<file path="src/rtl/core/srp_fifo.sv">
`timescale 1ns / 1ps
// small first-word-fall-through queue
module srp_fifo #(
  parameter int WIDTH = 32,
  parameter int DEPTH = 32
) (
  input  logic             clk,
  input  logic             rst,
  input  logic             wr_en,
  input  logic [WIDTH-1:0] wr_data,
  input  logic             rd_en,
  output logic [WIDTH-1:0] rd_data,
  output logic             empty
);

  localparam int AW = $clog2(DEPTH);

  logic [WIDTH-1:0] mem [0:DEPTH-1];
  logic [AW-1:0]    wp;
  logic [AW-1:0]    rp;
  logic [AW:0]      cnt;

  assign empty   = (cnt == '0);
  assign rd_data = mem[rp];

  always_ff @(posedge clk) begin
    if (wr_en) begin
      mem[wp] <= wr_data;
    end
  end

  always_ff @(posedge clk) begin
    if (rst) begin
      wp  <= '0;
      rp  <= '0;
      cnt <= '0;
    end else begin
      if (wr_en) begin
        wp <= wp + AW'(1);
      end
      if (rd_en) begin
        rp <= rp + AW'(1);
      end
      cnt <= cnt + (AW+1)'(wr_en) - (AW+1)'(rd_en);
    end
  end

endmodule

</file>
<file path="config.mk">
export PLATFORM = sky130hd
export DESIGN_NAME = srp_fifo
export DESIGN_NICKNAME = d
export VERILOG_FILES = /design/src/rtl/core/srp_fifo.sv
export SDC_FILE = /design/constraint.sdc
export NUM_CORES = 1
export LEC_CHECK = 0
export ABC_AREA = 1
export ABC_CLOCK_PERIOD_IN_PS = 9000
export BUFFER_PORTS_ARGS = -buffer_cell sky130_fd_sc_hd__clkbuf_2
export CORE_ASPECT_RATIO = 1.2
export CORE_MARGIN = 2
export CORE_UTILIZATION = 30
export DETAILED_ROUTE_END_ITERATION = 16
export PLACE_DENSITY = 0.52
export REMOVE_ABC_BUFFERS = 1
export SYNTH_ARGS = -nofsm -noshare
export SYNTH_HDL_FRONTEND = slang
export SYNTH_SLANG_ARGS = --single-unit
</file>
<file path="constraint.sdc">
create_clock -name clk -period 9 [get_ports clk]
set_clock_uncertainty 0.2 [all_clocks]
set_input_delay 1.8 -clock clk [delete_from_list [all_inputs] [get_ports clk]]
set_output_delay 1.8 -clock clk [all_outputs]
set_load 0.005 [all_outputs]
</file>
After elaboration in Yosys (flattened, before gate mapping)
Memory sizes are Yosys's and may differ from the RTL's. A register that Yosys moved wholly into a read port is not among the register bits.
Cells that the tools add are included.
{ "totals": {"ff_bits": 16, "memories": 1, "ramBits": 1024, "input_bits": 36} }
{ "mem_list": {"columns": ["name", "depth", "word_bits", "read_ports", "rd_ports_with_merged_regs", "wr", "line_no", "text"], "rows": [
  ["mem", 32, 32, 1, 1, 1, "18", "logic [WIDTH-1:0] mem [0:DEPTH-1];"]
]} }
{ "classes": {"n_addsub": 4, "mux": 4, "reduce_logical": 1} }
{ "ops": {"columns": ["op", "n"], "rows": [
  ["adder 5 x 1 -> 5 bit, second input constant", 2],
  ["2-to-1 mux 5 bit", 2],
  ["adder 6 x 1 -> 6 bit", 1],
  ["logical NOT 6 bit", 1],
  ["subtractor 6 x 1 -> 6 bit", 1],
  ["2-to-1 mux 1 bit", 2]
]} }

Depth between registers and ports, before layout
Gate-level depths: netlist of run 1.
{ "depth": {"depth_word": 3, "mapped_depth": 12} }

Worst setup path after synthesis of run 1
Ideal clock, no wire load.
{ "synth_path": {"path_kind": "input -> register", "start": "input wr_en", "end": "memory mem[31][0], enable pin", "path_stages": 5, "setup_time_ps": 423, "n_path_buf": 1, "arrival_ps": 3759, "path_slack_ps": 4618, "path_cell_list": "clkbuf_1 > nand2_1 > inv_1 > nand2_1 > nor2_1"} }
{ "synth_via": {"elab_chain_len": 2} }
{ "synth_rtl": {"columns": ["item", "line_no", "text"], "rows": [
  ["start, declared", "9", "input logic wr_en,"],
  ["2-to-1 mux 1 bit", "27", "if (wr_en) begin"],
  ["2-to-1 mux 1 bit (not written as such)", "28", "mem[wp] <= wr_data;"],
  ["end, declared", "18", null]
]} }
No other way between the ends.

==> results.txt, run 1 <==
DRT Wirelength = 122 mm
post-synth top area share = 71.7%
area share of fa/ha/maj cells after synthesis = 0.426%
max-slew violations = 0
Slowest Stage Delay on Critical Path = 0.90 ns
Initial Util = 30.1%
Tightest Pin Transition = 1.15 ns
Num CTS Buffers = 101
CP required = 7.00 ns
WHS = 0.285 ns
Tmin final = 6.28 ns
# Max-Cap Violations = 0
via count = 27200
CTS root buffer = clkbuf_16
Resized cells post-CTS = 0
IO Port Bufs = 68
xor/xnor cell area share of the yosys netlist = 0.0204%
TritonCTS clock tree = yes
die area = 146000 um^2
most frequent cells in the layout = nand2_1 (1453), edfxtp_1 (1024), nand3_1 (774)
per-cell routed wire length = 22.0 um
initial DRC count = 2425
Fin. Hold Viols = 0
grt ovf = 0
DP Wirelength = 57.5 mm
commonest non-fill, non-tap cell in the layout = nand2_1
number of cells on the worst reg-to-reg path = 5
via/cell ratio = 4.90
max frequency = 0.159 GHz
worst skew pair latency = 0.69 ns
combinational share of power = 7.2%
Die Wd = 349 um
outcome = finished clean
Die H = 418 um
RSZ-0062 raised after global routing = no
largest family of logic cells by synthesized area = simple AND/OR/NAND/NOR gates
Total Routing Usage GR = 16.6%
CP Launch Type = flop
worst vdd ir = 0.000135 V
worst r2r dst = mem[1][24]
clock power share = 40.0%
count of cell types in the netlist = 28
Synth Area in Simple Gates = 22.3%
crit-path max FO = 91
Placed Instance Area = 44500 um^2
row cnt = 152
cell mode on critical path = nand2_1
reg2reg setup slack = 5.72 ns
Final period util = 69.8%
WHS Path Cells = 2
H-tree level count = 3
mapped cell area = 42900 um^2
endpoints failing setup = 0
crit path cell chain = buf_4, buf_4, nand2_1, nand3_1, nand3_1, nand2_1, nand2_1, nand2_1, nand2_1, nand2_1, clkbuf_2
clk buf depth = 3
first drt pass iteration count = 7
clock-pin slew on the worst setup and hold paths = 0.06 ns
final instance area = 47600 um^2
Pleak = 16.9 nW
Slowest-stage cell, CP = buf_4
vias in the first global route = 27100
Top Family by Delay on Critical Path = buffers and inverters
Power Density = 215 nW/um^2
# nets final = 3670
Core Footprint = 142000 um^2
post-synthesis mux area share = 0%
Hold Path Class = reg2reg
worst hold path startpoint = rp[3]
Area Growth Syn to Fin = 11.0%
number of synthesized register bits = 1045
sequential share of power = 52.8%
Avg Cell Area, Syn = 11.9 um^2
crit path buf inv count = 3
# IOs = 69
slew margin rel. = 23.1%
first-pass GRT wire length = 179 mm
area leader, netlist = edfxtp_1
Syn Inst Count = 3618
yosys warns = 0
Setup crit end kind = output pin
switching share of power = 23.5%
Compound-Gate Fraction of Synth Area = 0.274%
Post CTS Setup Buffer Count = 0
Setup Crit Path Kind = reg2out
pin count of the biggest net entering global routing = 220
Pwr Total = 10.2 mW
initial antenna violation count = 7
worst r2r src = wp[1]
internal power = 7.84 mW
gpl congestion = 0.721
Hold Buf Count CTS = 0
CP arrival = 4.28 ns
largest cells by area after synthesis = edfxtp_1 (72%), nand2_1 (13%), nand3_1 (9.0%), buf_6 (1.8%), dfxtp_1 (0.98%)
fraction of layout cells with a size suffix above 1 = 8.25%
clk sinks = 1045
antenna viol nets, final = 0
sequential share of the synthesized area = 72.6%
DRC errors left = 0
Net Switching = 2.40 mW
per-layer routing:
layer | track usage (%) | vias to the layer above | part of all wire [%]
li1 | - | 12600 | -
met1 | 21.0 | 13600 | 42
met4 | 5.73 | 8 | 3.2
met2 | 28.8 | 768 | 49
met5 | 0 | - | 0.042
met3 | 2.40 | 205 | 5.2
per-stage QoR:
step / setup TNS [ns] / util (%) / cells / setup WS [ns]
floorplan: -194.12 / - / 3397 / -6.07
global placement: 0 / 31.3 / 5365 / 3.35
detailed placement: 0 / 31.3 / 5365 / 3.38
CTS: 0 / 33.4 / 5546 / 2.62
global route: 0 / 33.4 / 5547 / 2.33
finish: 0 / 33.4 / 5547 / 2.72
power groups by stage:
stage	clock network (mW)	registers (mW)	logic [mW]
2_1_floorplan	0	5.54	0.501
3_3_place_gp	0	5.51	0.737
3_5_place_dp	0	5.51	0.746
4_1_cts	4.18	5.41	0.748
5_1_grt	4.35	5.41	0.841
6_report	4.10	5.41	0.737
flip-flops by register name, summed over array words and instances (netlist names), named ones only:
register,flops
cnt,6
wp,5
mem,1024
rp,5
area by class of cell:
class,instances,area (um^2)
clock buffers,125,2670
inverters,29,139
multi-input cells,2323,10100
fillers,14000,94800
repair buffers,120,756
well taps,1848,2310
flip-flops and latches,1045,31200
diodes,1,2.50
clock inverters,56,450
tightest hold or removal path, cell delays in order (launching register included):
cell and delay [ns]:
dfxtp_1 0.30, inv_1 0.07, a21oi_1 0.08
synth_stat cells:
| library cell | n |
|---|---|
| buf_6 | 70 |
| buf_1 | 9 |
| a21oi_1 | 12 |
| clkbuf_8 | 1 |
| nor2_1 | 48 |
| a21o_1 | 1 |
| xnor2_1 | 1 |
| nor3_1 | 3 |
| nand2_2 | 5 |
| a31oi_1 | 2 |
| ha_1 | 13 |
| edfxtp_1 | 1024 |
| fa_1 | 1 |
| buf_12 | 6 |
| inv_2 | 2 |
| inv_12 | 1 |
| nand3_1 | 774 |
| buf_2 | 73 |
| buf_4 | 37 |
| inv_1 | 26 |
| clkbuf_1 | 21 |
| nand2_1 | 1453 |
| nor4_1 | 1 |
| o21ai_0 | 6 |
| buf_8 | 4 |
| nand4_1 | 2 |
| dfxtp_1 | 21 |
| o31ai_1 | 1 |
worst max path at each step:
| stage | from | to | slack (ns) | depth (start not counted) |
|---|---|---|---|---|
| finish | flop | rd_data[25] | 2.72 | 11 |
| global route | flop | rd_data[20] | 2.33 | 11 |
| CTS | flop | rd_data[11] | 2.62 | 11 |
| detailed placement | flop | rd_data[11] | 3.38 | 11 |
| global placement | flop | rd_data[19] | 3.35 | 11 |
| floorplan | flop | rd_data[0] | -6.07 | 9 |
logic make-up after synthesis:
| kind of cell | after synthesis |
|---|---|
| AO/OA/AOI/OAI | 22 |
| AND/OR/NAND/NOR | 2286 |
| flip-flops | 1045 |
| adder cells (fa/ha/maj) | 14 |
| XOR/XNOR | 1 |
| buffers and inverters | 250 |
(Power assumes the default switching activity.)
==> run 2: changes to the inputs <==
ABC_CLOCK_PERIOD_IN_PS = 5430   (was 9000)
PLACE_DENSITY = 0.54   (was 0.52)
clock period = 5.43 ns   (was 9 ns; I/O delays follow)
==> run 2 against run 1 <==
  * Clock-buffer cell count is 17 lower
  * Flip-flop and latch count stayed put
  * Register-to-register slack lost 3.2 ns
  * Wire length decreased by 2.4%
  * Final area is 0.63% higher
  * Hold slack better by 0.040 ns
  * Sequential power up 65%
  * Die area unchanged
  * Critical path type unchanged
  * Critical endpoint unchanged
  * Highest routed layer unchanged
==> results.txt, run 2 (synthesis results as in run 1) <==
Resized cells post-CTS = 0
antenna viol nets, final = 0
gpl congestion = 0.742
combinational share of power = 7.4%
switching share of power = 23.3%
crit-path max FO = 211
worst skew pair latency = 0.68 ns
IO Port Bufs = 68
Initial Util = 30.1%
CP required = 4.14 ns
via/cell ratio = 4.84
Num CTS Buffers = 96
Power Density = 354 nW/um^2
first drt pass iteration count = 5
max-slew violations = 0
# nets final = 3688
Largest register FFs = 1024
Regs by FF count = mem (1024), cnt (6)
Post CTS Setup Buffer Count = 0
slew margin rel. = 16.0%
Pwr Total = 17.0 mW
Die H = 418 um
Pleak = 17.1 nW
DRC errors left = 0
first-pass GRT wire length = 174 mm
ant diodes = 0
Fin. Hold Viols = 0
clock-pin slew on the worst setup and hold paths = 0.06 ns
commonest non-fill, non-tap cell in the layout = nand2_1
Tmin final = 4.63 ns
Tightest Pin Transition = 1.26 ns
Setup Crit Path Kind = reg2out
Setup crit end kind = output pin
DP Wirelength = 60.7 mm
# placed instances = 5388
internal power = 13.0 mW
vias in the first global route = 25900
Net Switching = 3.95 mW
final instance area = 47900 um^2
grt ovf = 0
Largest Register = mem
CTS root buffer = clkbuf_16
fin cells = 5565
Placed Instance Area = 44800 um^2
TritonCTS clock tree = yes
Die Wd = 349 um
per-cell routed wire length = 21.4 um
CP Launch Type = flop
final setup TNS = 0 ns
Hold Buf Count CTS = 0
DRT Wirelength = 119 mm
fraction of layout cells with a size suffix above 1 = 8.88%
endpoints failing setup = 0
sequential share of power = 52.7%
worst vdd ir = 0.000248 V
max frequency = 0.216 GHz
H-tree level count = 3
Final period util = 85.3%
clock power share = 39.9%
pin count of the biggest net entering global routing = 220
initial DRC count = 2183
initial antenna violation count = 7
via count = 27000
Total Routing Usage GR = 16.0%
# Max-Cap Violations = 0
die area = 146000 um^2
row cnt = 152
RSZ-0062 raised after global routing = no
Hold Path Class = reg2reg
# IOs = 69
Area Growth Syn to Fin = 11.7%
most frequent cells in the layout = nand2_1 (1453), edfxtp_1 (1024), nand3_1 (774)
Core Footprint = 142000 um^2
outcome = finished clean
clk sinks = 1045
clk buf depth = 3
CP arrival = 3.34 ns
==> run 2: cell types whose count changed in the layout (fill, tap and decap cells not counted), sizes merged <==
| cell | before | now |
|---|---|---|
| diode | 1 | 0 |
| clkinvlp | 10 | 2 |
| inv | 32 | 33 |
| buf | 52 | 75 |
| clkinv | 38 | 53 |
| clkbuf | 193 | 176 |
| bufinv | 5 | 10 |
==> run 2: final cells by class <==
type	count	area, um^2
clock buffer	108	2470
clock inverter	69	642
fill	13900	94500
inverter	29	139
multi-input combinational	2323	10100
sequential	1045	31200
tap	1848	2310
timing repair buffer	143	1070
==> run 2: routing by layer <==
layer / up-vias / track usage (%) / part of all wire [%]
li1: 12600 / - / -
met1: 13300 / 20.2 / 41
met2: 775 / 27.9 / 50
met3: 203 / 2.67 / 5.4
met4: 10 / 5.22 / 2.9
met5: - / 0 / 0.039
==> run 2: critical path: stages (launching register included) <==
cell	delay [ns]
dfxtp_4	0.62
buf_12	0.61
nand2_1	0.11
nand3_1	0.13
nand3_1	0.10
nand2_1	0.08
nand2_1	0.05
nand2_1	0.09
nand2_1	0.14
nand2_1	0.16
clkbuf_2	0.12
==> run 2: final timing paths <==
path	start	endpoint	slack, ns	cells past startpoint
worst min register to register	rp[4]	rp[4]	0.33	2
worst max-delay path	flop	rd_data[25]	0.80	10
worst min-delay path	rp[4]	rp[4]	0.33	2
worst max register to register	wp[1]	mem[1][27]	2.54	5
==> run 2: power groups by stage <==
| stage | logic (mW) | registers (mW) | clock network (mW) |
|---|---|---|---|
| 3_3_place_gp | 1.26 | 9.12 | 0 |
| 3_5_place_dp | 1.27 | 9.12 | 0 |
| 6_report | 1.25 | 8.95 | 6.78 |
| 4_1_cts | 1.27 | 8.95 | 6.90 |
| 2_1_floorplan | 0.830 | 9.19 | 0 |
| 5_1_grt | 1.42 | 8.95 | 7.20 |
==> run 2: per-stage QoR <==
stage	util (%)	hold WS (ns)	setup WS [ns]
after CTS	33.7	0.326	0.801
after floorplan	-	0.257	-8.92
after global routing	33.7	0.360	0.569
after detailed placement	31.5	0.303	1.56
final	33.7	0.326	0.800
after global placement	31.5	0.303	1.54
==> run 3: changes to the inputs <==
BUFFER_PORTS_ARGS = default   (was -buffer_cell sky130_fd_sc_hd__clkbuf_2)
DONT_BUFFER_PORTS = 1   (was default)
PLACE_DENSITY = 0.53   (was 0.54)
==> run 3 against run 2 <==
  * Via count fell by 0.71%
  * Largest power group unchanged
  * Non-clock buffer count down 71
  * Wire length fell by 0.22%
  * Final area shrank 0.47%
==> results.txt, run 3 (synthesis results as in run 1) <==
most frequent cells in the layout = nand2_1 (1453), edfxtp_1 (1024), nand3_1 (774)
outcome = finished clean
Final period util = 83.0%
area used by multi-input combinational logic = 10100 um^2
Die Wd = 349 um
worst r2r dst = mem[31][5]
fraction of layout cells with a size suffix above 1 = 7.29%
Hold Buf Count CTS = 0
# IOs = 69
Resized cells post-CTS = 0
reg2reg setup slack = 2.26 ns
clk sinks = 1045
Slowest-stage cell, CP = inv_16
Net Switching = 3.84 mW
pin count of the biggest net entering global routing = 234
initial DRC count = 2517
sequential share of power = 52.3%
Setup Crit Path Kind = reg2out
CP Launch Type = flop
Fillers = 13800
# nets final = 3621
worst hold path startpoint = rst
Pleak = 16.9 nW
switching share of power = 22.5%
gpl congestion = 0.750
crit-path max FO = 233
first drt pass iteration count = 5
first-pass GRT wire length = 174 mm
commonest non-fill, non-tap cell in the layout = nand2_1
H-tree level count = 3
Area Growth Syn to Fin = 11.2%
Fin. Hold Viols = 0
Top Family by Delay on Critical Path = buffers and inverters
antenna viol nets, final = 0
RSZ-0062 raised after global routing = no
number of cells on the worst reg-to-reg path = 6
DP Wirelength = 59.9 mm
slew margin rel. = 16.8%
worst vdd ir = 0.000230 V
ant diodes = 0
Tightest Pin Transition = 1.24 ns
IO Port Bufs = 0
fin cells = 5499
vias in the first global route = 26000
DP Worst Slack = 1.65 ns
Setup crit end kind = output pin
CP arrival = 3.22 ns
Die H = 418 um
worst skew pair latency = 0.69 ns
Largest Register = mem
Post CTS Setup Buffer Count = 0
DRT Wirelength = 119 mm
via/cell ratio = 4.87
Total Routing Usage GR = 16.1%
Initial Util = 30.1%
die area = 146000 um^2
Tmin final = 4.51 ns
hold endpoint = cnt[1]
endpoints failing setup = 0
register area = 31200 um^2
grt ovf = 0
final worst slack = 0.922 ns
# Max-Cap Violations = 0
clock-pin slew on the worst setup and hold paths = 0.06 ns
max-slew violations = 0
Power Density = 358 nW/um^2
per-cell routed wire length = 21.6 um
Largest register FFs = 1024
Num CTS Buffers = 100
Hold Path Class = in2reg
worst r2r src = wp[0]
via count = 26800
crit path cell chain = inv_16, buf_4, nand2_1, nand3_1, nand3_1, nand2_1, nand2_1, nand2_1, nand2_1, nand2_1
WHS Path Cells = 1
Regs by FF count = mem (1024), cnt (6)
Slowest Stage Delay on Critical Path = 0.58 ns
CP required = 4.14 ns
initial antenna violation count = 2
Core Footprint = 142000 um^2
# placed instances = 5317
combinational share of power = 6.5%
cell mode on critical path = nand2_1
max frequency = 0.222 GHz
CTS root buffer = clkbuf_16
DRC errors left = 0
fin util = 33.5%
row cnt = 152
clock power share = 41.2%
TritonCTS clock tree = yes
internal power = 13.3 mW
crit path buf inv count = 2
clk buf depth = 3
## run 3: layer usage
layer  routed length (um)  global-route usage (%)
met2                56600                    26.5
met3                 8490                    3.28
met4                 3700                    5.89
met5                   13                       0
met1                49900                    21.0
## run 3: worst max-delay path by stage
stage                              to  cells past startpoint  slack (ns)  startpoint
after floorplan            rd_data[0]                      9       -8.92        flop
after global placement     rd_data[4]                     10        1.61        flop
after detailed placement  rd_data[20]                     10        1.65        flop
after CTS                 rd_data[20]                     10        0.86        flop
after global routing       rd_data[9]                     10        0.72        flop
final                     rd_data[20]                     10        0.92        flop
## run 3: per-stage QoR
step	setup TNS (ns)	total power, mW	instance area, um^2	hold WS (ns)
after floorplan	-285.51	10.0	41200	0.257
after global placement	0	10.2	44400	0.275
after detailed placement	0	10.2	44400	0.285
after CTS	0	17.2	47700	0.199
after global routing	0	17.7	47700	0.228
final	0	17.1	47700	0.250
## run 3: power groups by stage
| stage | Clock, mW | Sequential (mW) | Combinational [mW] |
|---|---|---|---|
| 2_1_floorplan | 0 | 9.19 | 0.830 |
| 3_3_place_gp | 0 | 9.11 | 1.12 |
| 3_5_place_dp | 0 | 9.11 | 1.13 |
| 4_1_cts | 7.17 | 8.94 | 1.13 |
| 5_1_grt | 7.45 | 8.94 | 1.28 |
| 6_report | 7.05 | 8.94 | 1.11 |
## run 3: cell type report
| type | instances | share of cell area [%] |
|---|---|---|
| Sequential cell | 1045 | 65.4 |
| Clock inverter | 64 | 1.27 |
| Clock buffer | 118 | 5.59 |
| Tap cell | 1848 | 4.85 |
| Timing Repair Buffer | 72 | 1.42 |
| Inverter | 29 | 0.291 |
| Multi-Input combinational cell | 2323 | 21.2 |
