<file path="src/rtl/core/srp_pkg.sv">
`timescale 1ns / 1ps
// shared types and fixed-point constants of the range-reduced sine
package srp_pkg;

  // working format: signed, 40 fraction bits
  localparam int QF  = 40;
  localparam int QW  = 44;
  // width of the pi constant in that format
  localparam int PIW = 42;

  typedef logic signed [QW-1:0] q40_t;

  // high part of pi, exact: 3217/1024
  localparam logic [11:0]    C1_MANT = 12'd3217;
  localparam logic [PIW-1:0] C1_Q40  = 42'd3217 << 30;
  // magnitude of the low part of pi, with 40 and with 56 fraction bits
  localparam logic [PIW-1:0] C2_Q40  = 42'd9795450;
  localparam logic [39:0]    C2_Q56  = 40'd641954634999;
  localparam logic [PIW-1:0] PI_Q40  = C1_Q40 - C2_Q40;
  localparam logic [PIW-1:0] HALF_PI = PI_Q40 >> 1;

  // odd polynomial coefficients r1..r8, rounded to 40 fraction bits
  localparam q40_t COEF [0:7] = '{
    -44'sd183251937963,
     44'sd9162596898,
    -44'sd218157069,
     44'sd3029959,
    -44'sd27545,
     44'sd177,
    -44'sd1,
     44'sd0
  };

  // reduced argument and final sign, handed from front to back
  typedef struct packed {
    logic neg;
    q40_t f;
  } mid_beat_t;

  // queue depths, powers of two
  localparam int MID_DEPTH = 32;
  localparam int OUT_DEPTH = 32;

endpackage

</file>
<file path="src/rtl/core/srp_front.sv">
`timescale 1ns / 1ps
// front end: magnitude, quotient by pi and reduced argument
module srp_front #(
  parameter int ANGLE_FRAC_BITS = 24
) (
  input  logic               clk,
  input  logic               rst,
  input  logic               in_valid,
  input  logic signed [31:0] angle,
  input  logic               mid_take,
  output logic               full,
  output logic               out_valid,
  output srp_pkg::mid_beat_t out_beat
);

  localparam int SH  = srp_pkg::QF - ANGLE_FRAC_BITS;
  localparam int YW  = 32 + SH;
  localparam int XW  = YW + 1;
  localparam longint unsigned MAX_Y = 64'd1 << (31 + SH);
  localparam longint unsigned MAX_N =
    (MAX_Y + 64'(srp_pkg::HALF_PI)) / 64'(srp_pkg::PI_Q40);
  localparam int NB  = $clog2(MAX_N + 1);
  // quotient estimate from the top bits times a reciprocal of pi
  localparam int DS  = 2;
  localparam int RS  = 28;
  localparam longint unsigned RM = (64'd1 << (RS + 32)) / 64'(srp_pkg::PI_Q40);
  localparam int RMW = $clog2(RM + 1);
  localparam int TW  = XW - 32;
  localparam int SW  = XW + 2;
  localparam int P1W = NB + 12;
  localparam int P2W = NB + 40;
  localparam int CW  = $clog2(srp_pkg::MID_DEPTH + 1);
  // the low part of pi adds at most one lsb per multiple of pi
  localparam srp_pkg::q40_t F_LIM = $signed(srp_pkg::QW'(srp_pkg::HALF_PI))
                                  + $signed(srp_pkg::QW'(MAX_N)) + 44'sd2;

  typedef struct packed {
    logic          neg;
    logic [YW-1:0] y;
    logic [XW-1:0] x;
    logic [NB-1:0] q;
  } dstage_t;

  logic [CW-1:0]   cnt;
  logic            accept;
  logic [31:0]     mag;
  logic [YW-1:0]   y_in;
  dstage_t         ds    [0:DS];
  dstage_t         dnext [0:DS-1];
  logic [DS:0]     dv;
  logic            pv;
  logic            pneg;
  logic            podd;
  logic [YW-1:0]   py;
  logic [P1W-1:0]  pp1;
  logic [P2W-1:0]  pp2;
  logic signed [SW-1:0] fw;
  logic            fv;
  srp_pkg::mid_beat_t fbeat;

  // credits cover the pipe and the queue behind it
  assign full   = (cnt == CW'(srp_pkg::MID_DEPTH));
  assign accept = in_valid & ~full;

  always_ff @(posedge clk) begin
    if (rst) begin
      cnt <= '0;
    end else begin
      cnt <= cnt + CW'(accept) - CW'(mid_take);
    end
  end

  assign mag  = angle[31] ? (~$unsigned(angle) + 32'd1) : $unsigned(angle);
  assign y_in = YW'(mag) << SH;

  // estimate is exact or one low, a single compare puts it right
  always_comb begin
    logic [TW+RMW-1:0] prod;
    logic [XW-1:0]     pn;
    logic              ge;
    prod       = (TW+RMW)'(ds[0].x[XW-1:32]) * (TW+RMW)'(RM);
    dnext[0]   = ds[0];
    dnext[0].q = NB'(prod >> RS);
    pn         = XW'(ds[1].q) * XW'(srp_pkg::PI_Q40);
    ge         = ((ds[1].x - pn) >= XW'(srp_pkg::PI_Q40));
    dnext[1]   = ds[1];
    dnext[1].q = ds[1].q + NB'(ge);
  end

  always_ff @(posedge clk) begin
    ds[0].neg <= angle[31];
    ds[0].y   <= y_in;
    ds[0].x   <= XW'(y_in) + XW'(srp_pkg::HALF_PI);
    ds[0].q   <= '0;
    for (int d = 0; d < DS; d++) begin
      ds[d+1] <= dnext[d];
    end
    pneg  <= ds[DS].neg;
    podd  <= ds[DS].q[0];
    py    <= ds[DS].y;
    pp1   <= P1W'(ds[DS].q) * P1W'(srp_pkg::C1_MANT);
    pp2   <= P2W'(ds[DS].q) * P2W'(srp_pkg::C2_Q56);
    fbeat.neg <= pneg ^ podd;
    fbeat.f   <= fw[srp_pkg::QW-1:0];
  end

  // f = y - n*c1 + floor(n*|c2|)
  assign fw = $signed(SW'(py)) - $signed(SW'({pp1, 30'd0})) + $signed(SW'(pp2 >> 16));

  always_ff @(posedge clk) begin
    if (rst) begin
      dv <= '0;
      pv <= 1'b0;
      fv <= 1'b0;
    end else begin
      dv <= {dv[DS-1:0], accept};
      pv <= dv[DS];
      fv <= pv;
    end
  end

  assign out_valid = fv;
  assign out_beat  = fbeat;

  a_cnt_bound: assert property (@(posedge clk) disable iff (rst)
    cnt <= CW'(srp_pkg::MID_DEPTH))
    else $error("front credit count overrun");

  a_pipe_credit: assert property (@(posedge clk) disable iff (rst)
    CW'($countones({dv, pv, fv})) <= cnt)
    else $error("front pipe holds beats without credit");

  a_f_range: assert property (@(posedge clk) disable iff (rst)
    fv |-> (fbeat.f <= F_LIM) && (fbeat.f >= -F_LIM))
    else $error("reduced argument outside half pi");

endmodule

</file>
<file path="config.mk">
export PLATFORM = sky130hd
export DESIGN_NAME = srp_front
export DESIGN_NICKNAME = d
export VERILOG_FILES = /design/src/rtl/core/srp_pkg.sv /design/src/rtl/core/srp_front.sv
export SDC_FILE = /design/constraint.sdc
export NUM_CORES = 1
export LEC_CHECK = 0
export BUFFER_PORTS_ARGS = -buffer_cell sky130_fd_sc_hd__buf_2
export CORE_MARGIN = 1
export CORE_UTILIZATION = 55
export CTS_CLUSTER_DIAMETER = 80
export DETAILED_ROUTE_END_ITERATION = 8
export PLACE_DENSITY = 0.83
export SYNTH_ARGS = -nofsm -noshare
export SYNTH_HDL_FRONTEND = slang
export SYNTH_SLANG_ARGS = --single-unit
</file>
<file path="constraint.sdc">
create_clock -name clk -period 11.9 [get_ports clk]
set_input_delay 2.38 -clock clk [delete_from_list [all_inputs] [get_ports clk]]
set_output_delay 2.38 -clock clk [all_outputs]
set_load 0.005 [all_outputs]
</file>
### Word-level counts from Yosys, hierarchy flattened

Memories as Yosys holds them, arrays and structs flattened.
Cells that the tools add are included.

| operators by class | value |
|---|---|
| magnitude comparators | 1 |
| equality and inequality tests | 1 |
| $add $sub $neg | 8 |
| multipliers | 4 |
| multiplexer cells | 1 |
| bitwise logic cells | 4 |

Operators by type and width:

| operator | count |
|---|---|
| adder 48 x 41 -> 49 bit, second input constant | 1 |
| greater-or-equal comparator 49 x 42 -> 1 bit, second input constant | 1 |
| subtractor 49 x 48 -> 49 bit | 1 |
| multiplier 6 x 41 -> 47 bit, second input constant | 1 |
| multiplier 6 x 40 -> 46 bit, second input constant | 1 |
| adder 44 x 31 -> 44 bit | 1 |
| subtractor 44 bit | 1 |
| adder 32 x 1 -> 32 bit, second input constant | 1 |
| multiplier 17 x 17 -> 32 bit, second input constant | 1 |
| two-way mux 32 bit | 1 |
| NOT 32 bit | 1 |
| multiplier 6 x 12 -> 14 bit, second input constant | 1 |
| adder 6 x 1 -> 6 bit | 2 |
| equality test 6 bit, second input constant | 1 |
| subtractor 6 x 1 -> 6 bit | 1 |
| AND 1 bit | 1 |
| NOT 1 bit | 1 |
| bitwise XOR 1 bit | 1 |

| storage, ports and cells | value |
|---|---|
| memories | 1 |
| register bits after elaboration | 162 |
| output and inout port bits | 47 |
| RAM bits | 312 |

Memory list:

| name | words | width | read ports | clocked after memory_dff | wr ports | RTL line | source |
|---|---|---|---|---|---|---|---|
| ds | 3 | 104 | 3 | 0 | 3 | srp_front.sv:48 | `dstage_t ds [0:DS];` |

### Depth between registers and ports, before layout

Gate-level depths: netlist of run 1.

| depth | value |
|---|---|
| depth after elaboration | 5 |
| gate-level depth with buffers | 36 |
| gate-level depth less buffers | 35 |

### Worst setup path before layout of run 1

OpenSTA, ideal clock, no wires.

| timing | value |
|---|---|
| path kind | register -> register |
| start | mem ds[0][108] in the netlist's numbering |
| end | mem ds[0][210] in the netlist's numbering |
| path slack | 4.584 ns |
| path buffers | 1 |
| clock period less this slack | 7.316 ns |
| cell stages (with the launch flop) | 33 |
| data arrival time | 7.184 ns |
| path through | dfxtp_1 inv_1 ha_1 ha_1 or2_2 ha_1 ha_1 nand3_1 o31a_2 o21a_1 o21bai_1 a21oi_1 o21ai_0 a31oi_1 o21ai_0 a211oi_1 o21bai_1 a21oi_1 xor2_1 ha_1 clkbuf_1 a21o_1 a21o_1 a221oi_1 nand2_1 a31o_1 nor3_1 a31oi_1 or4_1 a211o_1 ha_1 ha_1 xor2_1 |

RTL lines:

| element | RTL line |
|---|---|
| start, declared | srp_front.sv:48 |

==> reports/results.ini, run 1 <==
[cts]
cts_resized=0
h-tree-depth=1
hold_buffers=0
cts-root-buf=clkbuf_16
postCtsSetupBuffers=0
cts.clk_slew.worst_paths_ns=0.06
clock_latency_ns=0.59
cts_buffers=30
cts_buffer_depth=3
cts_tree=yes
clock-sinks=294

[timing]
tightestPinTransition_ns=0.930
setup_viol=0
min_period_ns=8.70
max_freq_mhz=115
finClkSkew_ns=0.0257
slew_viol_final=0
hold_viol_final=0
relSlewSlack_pct=37.4
fin_crit_sh_pct=73.1
grt_setup_unrepaired=false
setup_ws_ns=3.20
fin_setup_tns_ns=0

[global_route]
grt_pass1_vias=18600
grt_use_total_pct=24.5
grt_pass1_wl_mm=88.7
grt_overflow=0
antenna_found_initial=0
grt_max_degree=40

[run]
maxCapViolations=0

[layout]
n_fill_cell=3444
fin_nets=3224
regArea_um2=5890
fin_area_um2=25900
area_delta_synth_final_pct=8.68
drive_gt1_share_pct=6.36
diodes=0
multi_input_area_um2=16300
fin_cells=3204

[worst_setup_path]
cp.buffers_inverters=1
start_kind=flop
cpLargestDelayFamily=compound AO/OA/AOI/OAI gates
worstSetupEndpointType=flop
critPathMaxFanout=15
cp.arrival_ns=9.13
critPathMaxStageDelay_ns=0.71
path_class=reg -> reg
cp_data_required_time_ns=12.33
path_common_cell=ha_1
timing.critical_path.slowest_stage_cell=dfxtp_1

[synthesis]
synth_edf_count=0
yosys_register_bits=294
synth_top_area_share_pct=24.7
netlist_area_um2=23900
synth.distinct_cells=81
ys_top_cells_by_count=422 x inv_1, 406 x ha_1, 294 x dfxtp_1
async_flop_share_pct=0
syn_nets=3138
ys_top_cells_by_area=dfxtp_1 25%, ha_1 21%, fa_1 15%
syn_inst=2518
yosysWarningCount=0
synth_ff_type=dfxtp_1
ys_seq_area_share_pct=24.7
synth_top_area_cell=dfxtp_1
yosysMostFrequentCell=inv_1
synth_area_per_cell_um2=9.48

[placed_design]
place_ws_ns=3.38
placed_cells=3149
gp_congestion=0.924
io_buffers=82
placed_area_um2=24900
hpwlAfterDp_mm=43.2

[die]
dieArea_um2=44200
num_rows=75
dieWidth_um=210
dieHeight_um=210
io_pins=83
start_util_pct=56.3
core_um2=42400

[detailed_routing]
drt_first_pass_iters=5
vias=17800
ant_nets=0
route.detailed.drc=0
wl_per_cell_um=16.5
drt-initial-drc-count=1119
via_per_inst=5.56
totalWireLength_mm=52.8

[hold_path]
hold_class=reg -> reg

[outcome]
status=complete, no violations

-- layer usage --
layer	vias up	track usage [%]	part of all wire, %
met5	-	0	0
met4	0	8.58	3.2
met3	115	2.31	3.7
met2	431	46.3	52
met1	8534	28.8	41
li1	8723	-	-
-- cell usage in the layout, fill, tap and decap left out, types with 6 or more instances in the layout --
cell type  instances
inv_1            422
ha_1             406
dfxtp_1          294
fa_1             178
a21oi_1          142
xnor2_1          124
nor2_1           109
nand2_1          106
o21ai_0           93
buf_2             82
a21o_1            80
xor2_1            76
nand3_1           42
nor3_1            35
o21bai_1          30
clkbuf_16         30
nor2b_1           25
and3_1            24
a31oi_1           20
nand4_1           20
a211oi_1          20
o21a_1            19
o31ai_1           18
nand2b_1          17
or3_1             16
or2_2             12
o211ai_1          12
and2_1            10
or4_1              8
nor4_1             6
mux2i_1            6
a2111oi_0          6
a211o_1            6
-- area by class of cell --
type                    count  share of cell area (%)
well taps                 577                    2.78
clock buffers              38                    3.20
repair buffers             83                    1.61
inverters                 422                    6.11
multi-input cells        1773                    62.8
flip-flops and latches    294                    22.7
clock inverters            17                   0.820
-- path summary, 6_finish.rpt --
path	cells after the start	slack, ns	endpoint	start
hold reg to reg	0	0.33	ds[0][311]$_DFF_P_	ds[0][207]$_DFF_P_
setup reg to reg	32	3.20	ds[0][212]$_DFF_P_	ds[0][108]$_DFF_P_
setup / recovery	32	3.20	ds[0][212]$_DFF_P_	ds[0][108]$_DFF_P_
hold / removal	0	0.33	ds[0][311]$_DFF_P_	ds[0][207]$_DFF_P_
-- state kept, by name, indices dropped and copies added, names as in the netlist --
name and cells:
pv 1, pp2 31, dv 3, out_valid 1
py 28, ds 165, out_beat 45, cnt 6
pp1 13, pneg 1
-- cells by family (layout without fill, tap and decap cells) --
family,Yosys count,count (layout),share of synthesized area (%)
buffers and inverters,451,560,7.11
xor gates and xnor gates,200,200,7.34
AOI/OAI and AO/OA,529,529,14.9
DFF,294,294,24.7
and+or+nand+nor,452,452,9.42
muxes,7,7,0.299
adders and majority gates,584,584,36.2
other,1,1,0.0157
-- worst reg2reg max path: cells and delay by family, from the launching register on --
| kind | cells | cell delay [ns] |
|---|---|---|
| AO/OA/AOI/OAI | 16 | 3.87 |
| adder cells (fa/ha/maj) | 7 | 2.07 |
| AND/OR/NAND/NOR | 6 | 1.51 |
| flip-flops | 1 | 0.71 |
| XOR/XNOR | 2 | 0.23 |
| buffers and inverters | 1 | 0.18 |
-- per-stage QoR --
step | hold WS [ns] | utilization [%]
4_1_cts | 0.324 | 61.1
3_3_place_gp | 0.310 | 58.7
5_1_grt | 0.328 | 61.1
3_5_place_dp | 0.312 | 58.7
2_1_floorplan | 0.310 | -
6_report | 0.325 | 61.1
Power of run 1 is left out: the tool's default activity adds up to more than one toggle a clock period on the data nets, which glitch-free logic cannot reach.
==> inputs of run 2 (changes only) <==
ABC_AREA = 1   (was unset)
clock period = 9 ns   (was 11.9 ns; I/O delays follow)
==> reports/results.ini, run 2 <==
[die]
start_util_pct=56.2  ; about the same
num_rows=79  ; +5.3%
core_um2=47000  ; +11%
io_pins=83  ; unchanged
dieWidth_um=221  ; +5.1%
dieArea_um2=48900  ; +10%
dieHeight_um=221  ; +5.1%

[synthesis]
synth_area_per_cell_um2=7.86  ; -17%
synth_xor_area_share_pct=6.27  ; -1.1 points
yosysMostFrequentCell=inv_1
ys_top_cells_by_area=dfxtp_1 22%, ha_1 19%, fa_1 14%
synth_top_area_cell=dfxtp_1
netlist_area_um2=26400  ; +11%
synth_mux_area_share_pct=0  ; -0.30 points
ys_top_cells_by_count=664 x inv_1, 538 x nand2_1, 406 x ha_1
async_flop_share_pct=0  ; unchanged
synth.distinct_cells=64  ; -21%
syn_inst=3357  ; +33%
yosys.area_share.simple_pct=18.3  ; +8.8 points
syn_nets=3977  ; +27%
synth_top_family_by_area=adder cells
synth_adder_area_share_pct=32.7  ; -3.5 points
synth_compound_area_share_pct=10.6  ; -4.4 points
synth_ff_type=dfxtp_1
yosysWarningCount=0  ; unchanged
synth_top_area_share_pct=22.3  ; -2.4 points
yosys_register_bits=294  ; unchanged
synth_edf_count=0  ; unchanged
ys_seq_area_share_pct=22.3  ; -2.4 points

[layout]
fin_nets=4080  ; +27%
drive_gt1_share_pct=6.09  ; -0.27 points
area_delta_synth_final_pct=7.80
regMostFlops=ds
fin_area_um2=28500  ; +9.7%
largest_register_ffs=165  ; unchanged
n_fill_cell=3995  ; +16%
diodes=0  ; unchanged
final_util_pct=60.6  ; -0.54 points
layout_commonest_cell=inv_1
final_cell_mix=664 x inv_1, 538 x nand2_1, 406 x ha_1

[timing]
setup_viol=0  ; unchanged
fin_setup_tns_ns=0  ; unchanged
hold_viol_final=0  ; unchanged
min_period_ns=7.21  ; -1.49 ns
fin_crit_sh_pct=80.1  ; +7.0 points
relSlewSlack_pct=53.0  ; +16 points
max_freq_mhz=139  ; +21%
grt_setup_unrepaired=false
slew_viol_final=0  ; unchanged
finClkSkew_ns=0.0212  ; -0.00453 ns
hold_slack_ns=0.314  ; -0.0108 ns
tightestPinTransition_ns=0.698  ; -0.233 ns

[outcome]
status=complete, no violations

[detailed_routing]
via_per_inst=5.48  ; -1.4%
totalWireLength_mm=68.6  ; +30%
route.detailed.drc=0  ; unchanged
ant_nets=0  ; unchanged
vias=22400  ; +26%
drt_first_pass_iters=5  ; unchanged
wl_per_cell_um=16.8  ; +1.8%
drt-initial-drc-count=1721  ; +54%

[worst_setup_path]
path_class=reg -> reg
r2r-start=ds[0][108]$_DFF_P_
cp.arrival_ns=7.71  ; -1.42 ns
cp_data_required_time_ns=9.50  ; -2.83 ns
worstSetupEndpointType=flop
path_common_cell=ha_1
critPathMaxStageDelay_ns=0.69  ; -0.02 ns
r2r-end=ds[0][212]$_DFF_P_
start_kind=flop
timing.critical_path.slowest_stage_cell=dfxtp_1
r2r_slack_ns=1.79  ; -1.41 ns
critPathMaxFanout=10  ; -5
rr_worst_depth=34  ; +6.3%

[cts]
cts_buffers=27  ; -10%
postCtsSetupBuffers=0  ; unchanged
cts.clk_slew.worst_paths_ns=0.07  ; about the same
hold_buffers=0  ; unchanged
clock_latency_ns=0.57  ; -0.02 ns
cts_tree=yes
cts_resized=0  ; unchanged
h-tree-depth=1  ; unchanged
cts_buffer_depth=3  ; unchanged
clock-sinks=294  ; unchanged
cts-root-buf=clkbuf_16

[global_route]
grt_use_total_pct=28.1  ; +3.6 points
grt_overflow=0  ; unchanged
grt_pass1_wl_mm=112  ; +26%
grt_pass1_vias=22600  ; +21%
grt_max_degree=29  ; -28%
antenna_found_initial=1  ; +1

[run]
maxCapViolations=0  ; unchanged

[hold_path]
hp-start=ds[0][97]$_DFF_P_
hold_path_end=ds[0][201]$_DFF_P_
worstHoldPathCells=0  ; unchanged
hold_class=reg -> reg

[placed_design]
io_buffers=82  ; unchanged
gp_congestion=1.04  ; +12%
placed_area_um2=27500  ; +11%
hpwlAfterDp_mm=57.3  ; +32%

## run 2: changes by cell type after synthesis, sizes merged, moves of 26 or more
cell	previous run	this run
xnor2	124	54
o21ai	97	123
nor2	109	317
xor2	76	131
inv	422	677
nand3	42	121
a21o	80	10
nand2	106	564
a21oi	142	233
## run 2: metrics by stage
| step | std cells | setup WS (ns) |
|---|---|---|
| finish | 4088 | 1.79 |
| detailed placement | 4038 | 2.01 |
| floorplan | 3357 | 3.03 |
| global placement | 4038 | 2.20 |
| global route | 4088 | 1.15 |
| CTS | 4088 | 1.94 |
## run 2: cells by family after synthesis
kind of cell,after synthesis
AO/OA/AOI/OAI,489
XOR/XNOR,185
adder cells (fa/ha/maj),584
buffers and inverters,687
flip-flops,294
other,1
AND/OR/NAND/NOR,1117
## run 2: worst max-delay path by stage
stage,from,to
finish,ds[0][108]$_DFF_P_,ds[0][212]$_DFF_P_
global route,ds[0][108]$_DFF_P_,ds[0][212]$_DFF_P_
CTS,ds[0][108]$_DFF_P_,ds[0][212]$_DFF_P_
detailed placement,ds[0][108]$_DFF_P_,ds[0][212]$_DFF_P_
global placement,ds[0][108]$_DFF_P_,ds[0][212]$_DFF_P_
floorplan,ds[0][107]$_DFF_P_,ds[0][210]$_DFF_P_
## run 2: critical path, delay by kind of cell, from the launching register on
family | cells | cell delay [ns]
adders and majority gates | 7 | 2.02
and+or+nand+nor | 12 | 1.23
xor gates and xnor gates | 2 | 0.40
buffers and inverters | 2 | 0.31
DFF | 1 | 0.69
AOI/OAI and AO/OA | 11 | 2.46
## run 2: area by class of cell
class                   instances  area [um2]  area share, %
flip-flops and latches        294        5890           20.7
clock inverters                18         211          0.743
clock buffers                  32         724           2.55
inverters                     679        2550           8.96
multi-input cells            2376       17900           63.0
well taps                     607         759           2.67
repair buffers                 82         410           1.44
## run 2: metal layers
layer	vias to the layer above	share of wire (%)	wire (um)	track usage, %
met5	-	0	0	0
met2	869	46	31800	47.3
met3	190	6.8	4660	3.85
met4	0	4.8	3280	12.4
met1	10400	42	28900	36.1
li1	11000	-	-	-
Power of run 2 is left out for the same reason.
==> inputs of run 3 (changes only) <==
clock period = 7 ns   (was 9 ns; I/O delays follow)
==> reports/results.ini, run 3 (synthesis results as in run 2) <==
[outcome]
status=complete, no violations

[layout]
final_util_pct=61.2  ; +0.58 points
area_delta_synth_final_pct=8.82
final_cell_mix=663 x inv_1, 538 x nand2_1, 396 x ha_1
diodes=0  ; unchanged
drive_gt1_share_pct=7.38  ; +1.3 points
n_fill_cell=4019  ; +0.60%
fin_area_um2=28700  ; +0.95%
largest_register_ffs=165  ; unchanged
layout_commonest_cell=inv_1
fin_nets=4097  ; +0.42%
regMostFlops=ds

[global_route]
grt_use_total_pct=28.3  ; +0.19 points
antenna_found_initial=2  ; +1
grt_overflow=0  ; unchanged
grt_pass1_vias=22300  ; -1.3%
grt_max_degree=29  ; unchanged
grt_pass1_wl_mm=112  ; +0.40%

[hold_path]
hold_class=reg -> reg

[timing]
tightestPinTransition_ns=0.681  ; -0.0170 ns
min_period_ns=6.66  ; -0.546 ns
relSlewSlack_pct=54.6  ; +1.6 points
setup_viol=0  ; unchanged
hold_viol_final=0  ; unchanged
hold_slack_ns=0.326  ; +0.0118 ns
fin_crit_sh_pct=95.2  ; +15 points
fin_setup_tns_ns=0  ; unchanged
finClkSkew_ns=0.0156  ; -0.00561 ns
slew_viol_final=0  ; unchanged
max_freq_mhz=150  ; +8.2%

[worst_setup_path]
critPathMaxFanout=6  ; -4
critPathMaxStageDelay_ns=0.52  ; -0.17 ns
worstSetupEndpointType=flop
path_class=reg -> reg
cp_data_required_time_ns=7.47  ; -2.03 ns
start_kind=flop
cp.arrival_ns=7.13  ; -0.58 ns
timing.critical_path.slowest_stage_cell=fa_1
cpLargestDelayFamily=adder cells
path_common_cell=nand2_1
cp.buffers_inverters=6  ; +4

[placed_design]
gp_congestion=1.03  ; -0.76%
hpwlAfterDp_mm=57.5  ; +0.40%
placed_area_um2=27600  ; +0.41%
io_buffers=82  ; unchanged

[die]
core_um2=47000  ; unchanged
io_pins=83  ; unchanged
num_rows=79  ; unchanged
dieArea_um2=48900  ; unchanged
dieHeight_um=221  ; unchanged
start_util_pct=56.2  ; unchanged
dieWidth_um=221  ; unchanged

[cts]
cts_buffers=26  ; -3.7%
h-tree-depth=1  ; unchanged
cts_buffer_depth=3  ; unchanged
clock_latency_ns=0.56  ; about the same
clock-sinks=294  ; unchanged
cts-root-buf=clkbuf_16
cts_tree=yes
hold_buffers=0  ; unchanged
cts.clk_slew.worst_paths_ns=0.07  ; about the same

[detailed_routing]
route.detailed.drc=0  ; unchanged
via_per_inst=5.48  ; about the same
wl_per_cell_um=16.7  ; -0.53%
drt-initial-drc-count=1714  ; -0.41%
ant_nets=0  ; unchanged
drt_first_pass_iters=6  ; +1
totalWireLength_mm=68.5  ; -0.14%
vias=22500  ; +0.40%

[run]
maxCapViolations=0  ; unchanged

==> run 3: changes by cell type in the layout (fill, tap and decap cells not counted), moves of 3 or more <==
cell,before,now
nor2_1,303,300
a21oi_2,1,6
ha_1,406,396
clkbuf_1,2,5
nor2_2,11,14
buf_4,0,17
dfxtp_1,294,290
ha_2,0,9
clkinv_2,6,1
a21oi_1,232,227
==> run 3: what timing repair did <==
action,CTS,global route
setup buffers,0,3
endpoints found under the setup margin,0,6
endpoints found under the hold margin,0,0
resized for setup,0,37
==> run 3: layer usage <==
metal	vias to the layer above	track usage (%)	wire [um]
met3	178	3.90	4670
met5	-	0	13
met1	10500	36.6	28900
met4	2	10.3	2880
met2	806	48.2	32000
li1	11000	-	-
==> run 3: area by class of cell <==
| type | instances | area [um2] | area share [%] |
|---|---|---|---|
| sequential | 294 | 5900 | 20.5 |
| tap | 607 | 759 | 2.64 |
| clock buffer | 35 | 724 | 2.52 |
| clock inverter | 13 | 214 | 0.745 |
| multi-input combinational | 2376 | 18000 | 62.8 |
| timing repair buffer | 100 | 549 | 1.91 |
| inverter | 679 | 2550 | 8.87 |
==> run 3: stage by stage <==
| step | std cells | setup WS [ns] |
|---|---|---|
| final | 4104 | 0.338 |
| after global routing | 4104 | -0.0419 |
| after CTS | 4101 | 0.120 |
| after detailed placement | 4053 | 0.210 |
| after global placement | 4053 | 0.331 |
| after floorplan | 3357 | 1.03 |
==> run 3: path summary, 6_finish.rpt <==
path | startpoint | endpoint | slack (ns) | cells past startpoint
setup / recovery | ds[0][106]$_DFF_P_ | ds[0][212]$_DFF_P_ | 0.34 | 38
hold / removal | ds[0][97]$_DFF_P_ | ds[0][201]$_DFF_P_ | 0.33 | 0
setup reg to reg | ds[0][106]$_DFF_P_ | ds[0][212]$_DFF_P_ | 0.34 | 38
hold reg to reg | ds[0][97]$_DFF_P_ | ds[0][201]$_DFF_P_ | 0.33 | 0
Power of run 3 is left out for the same reason.
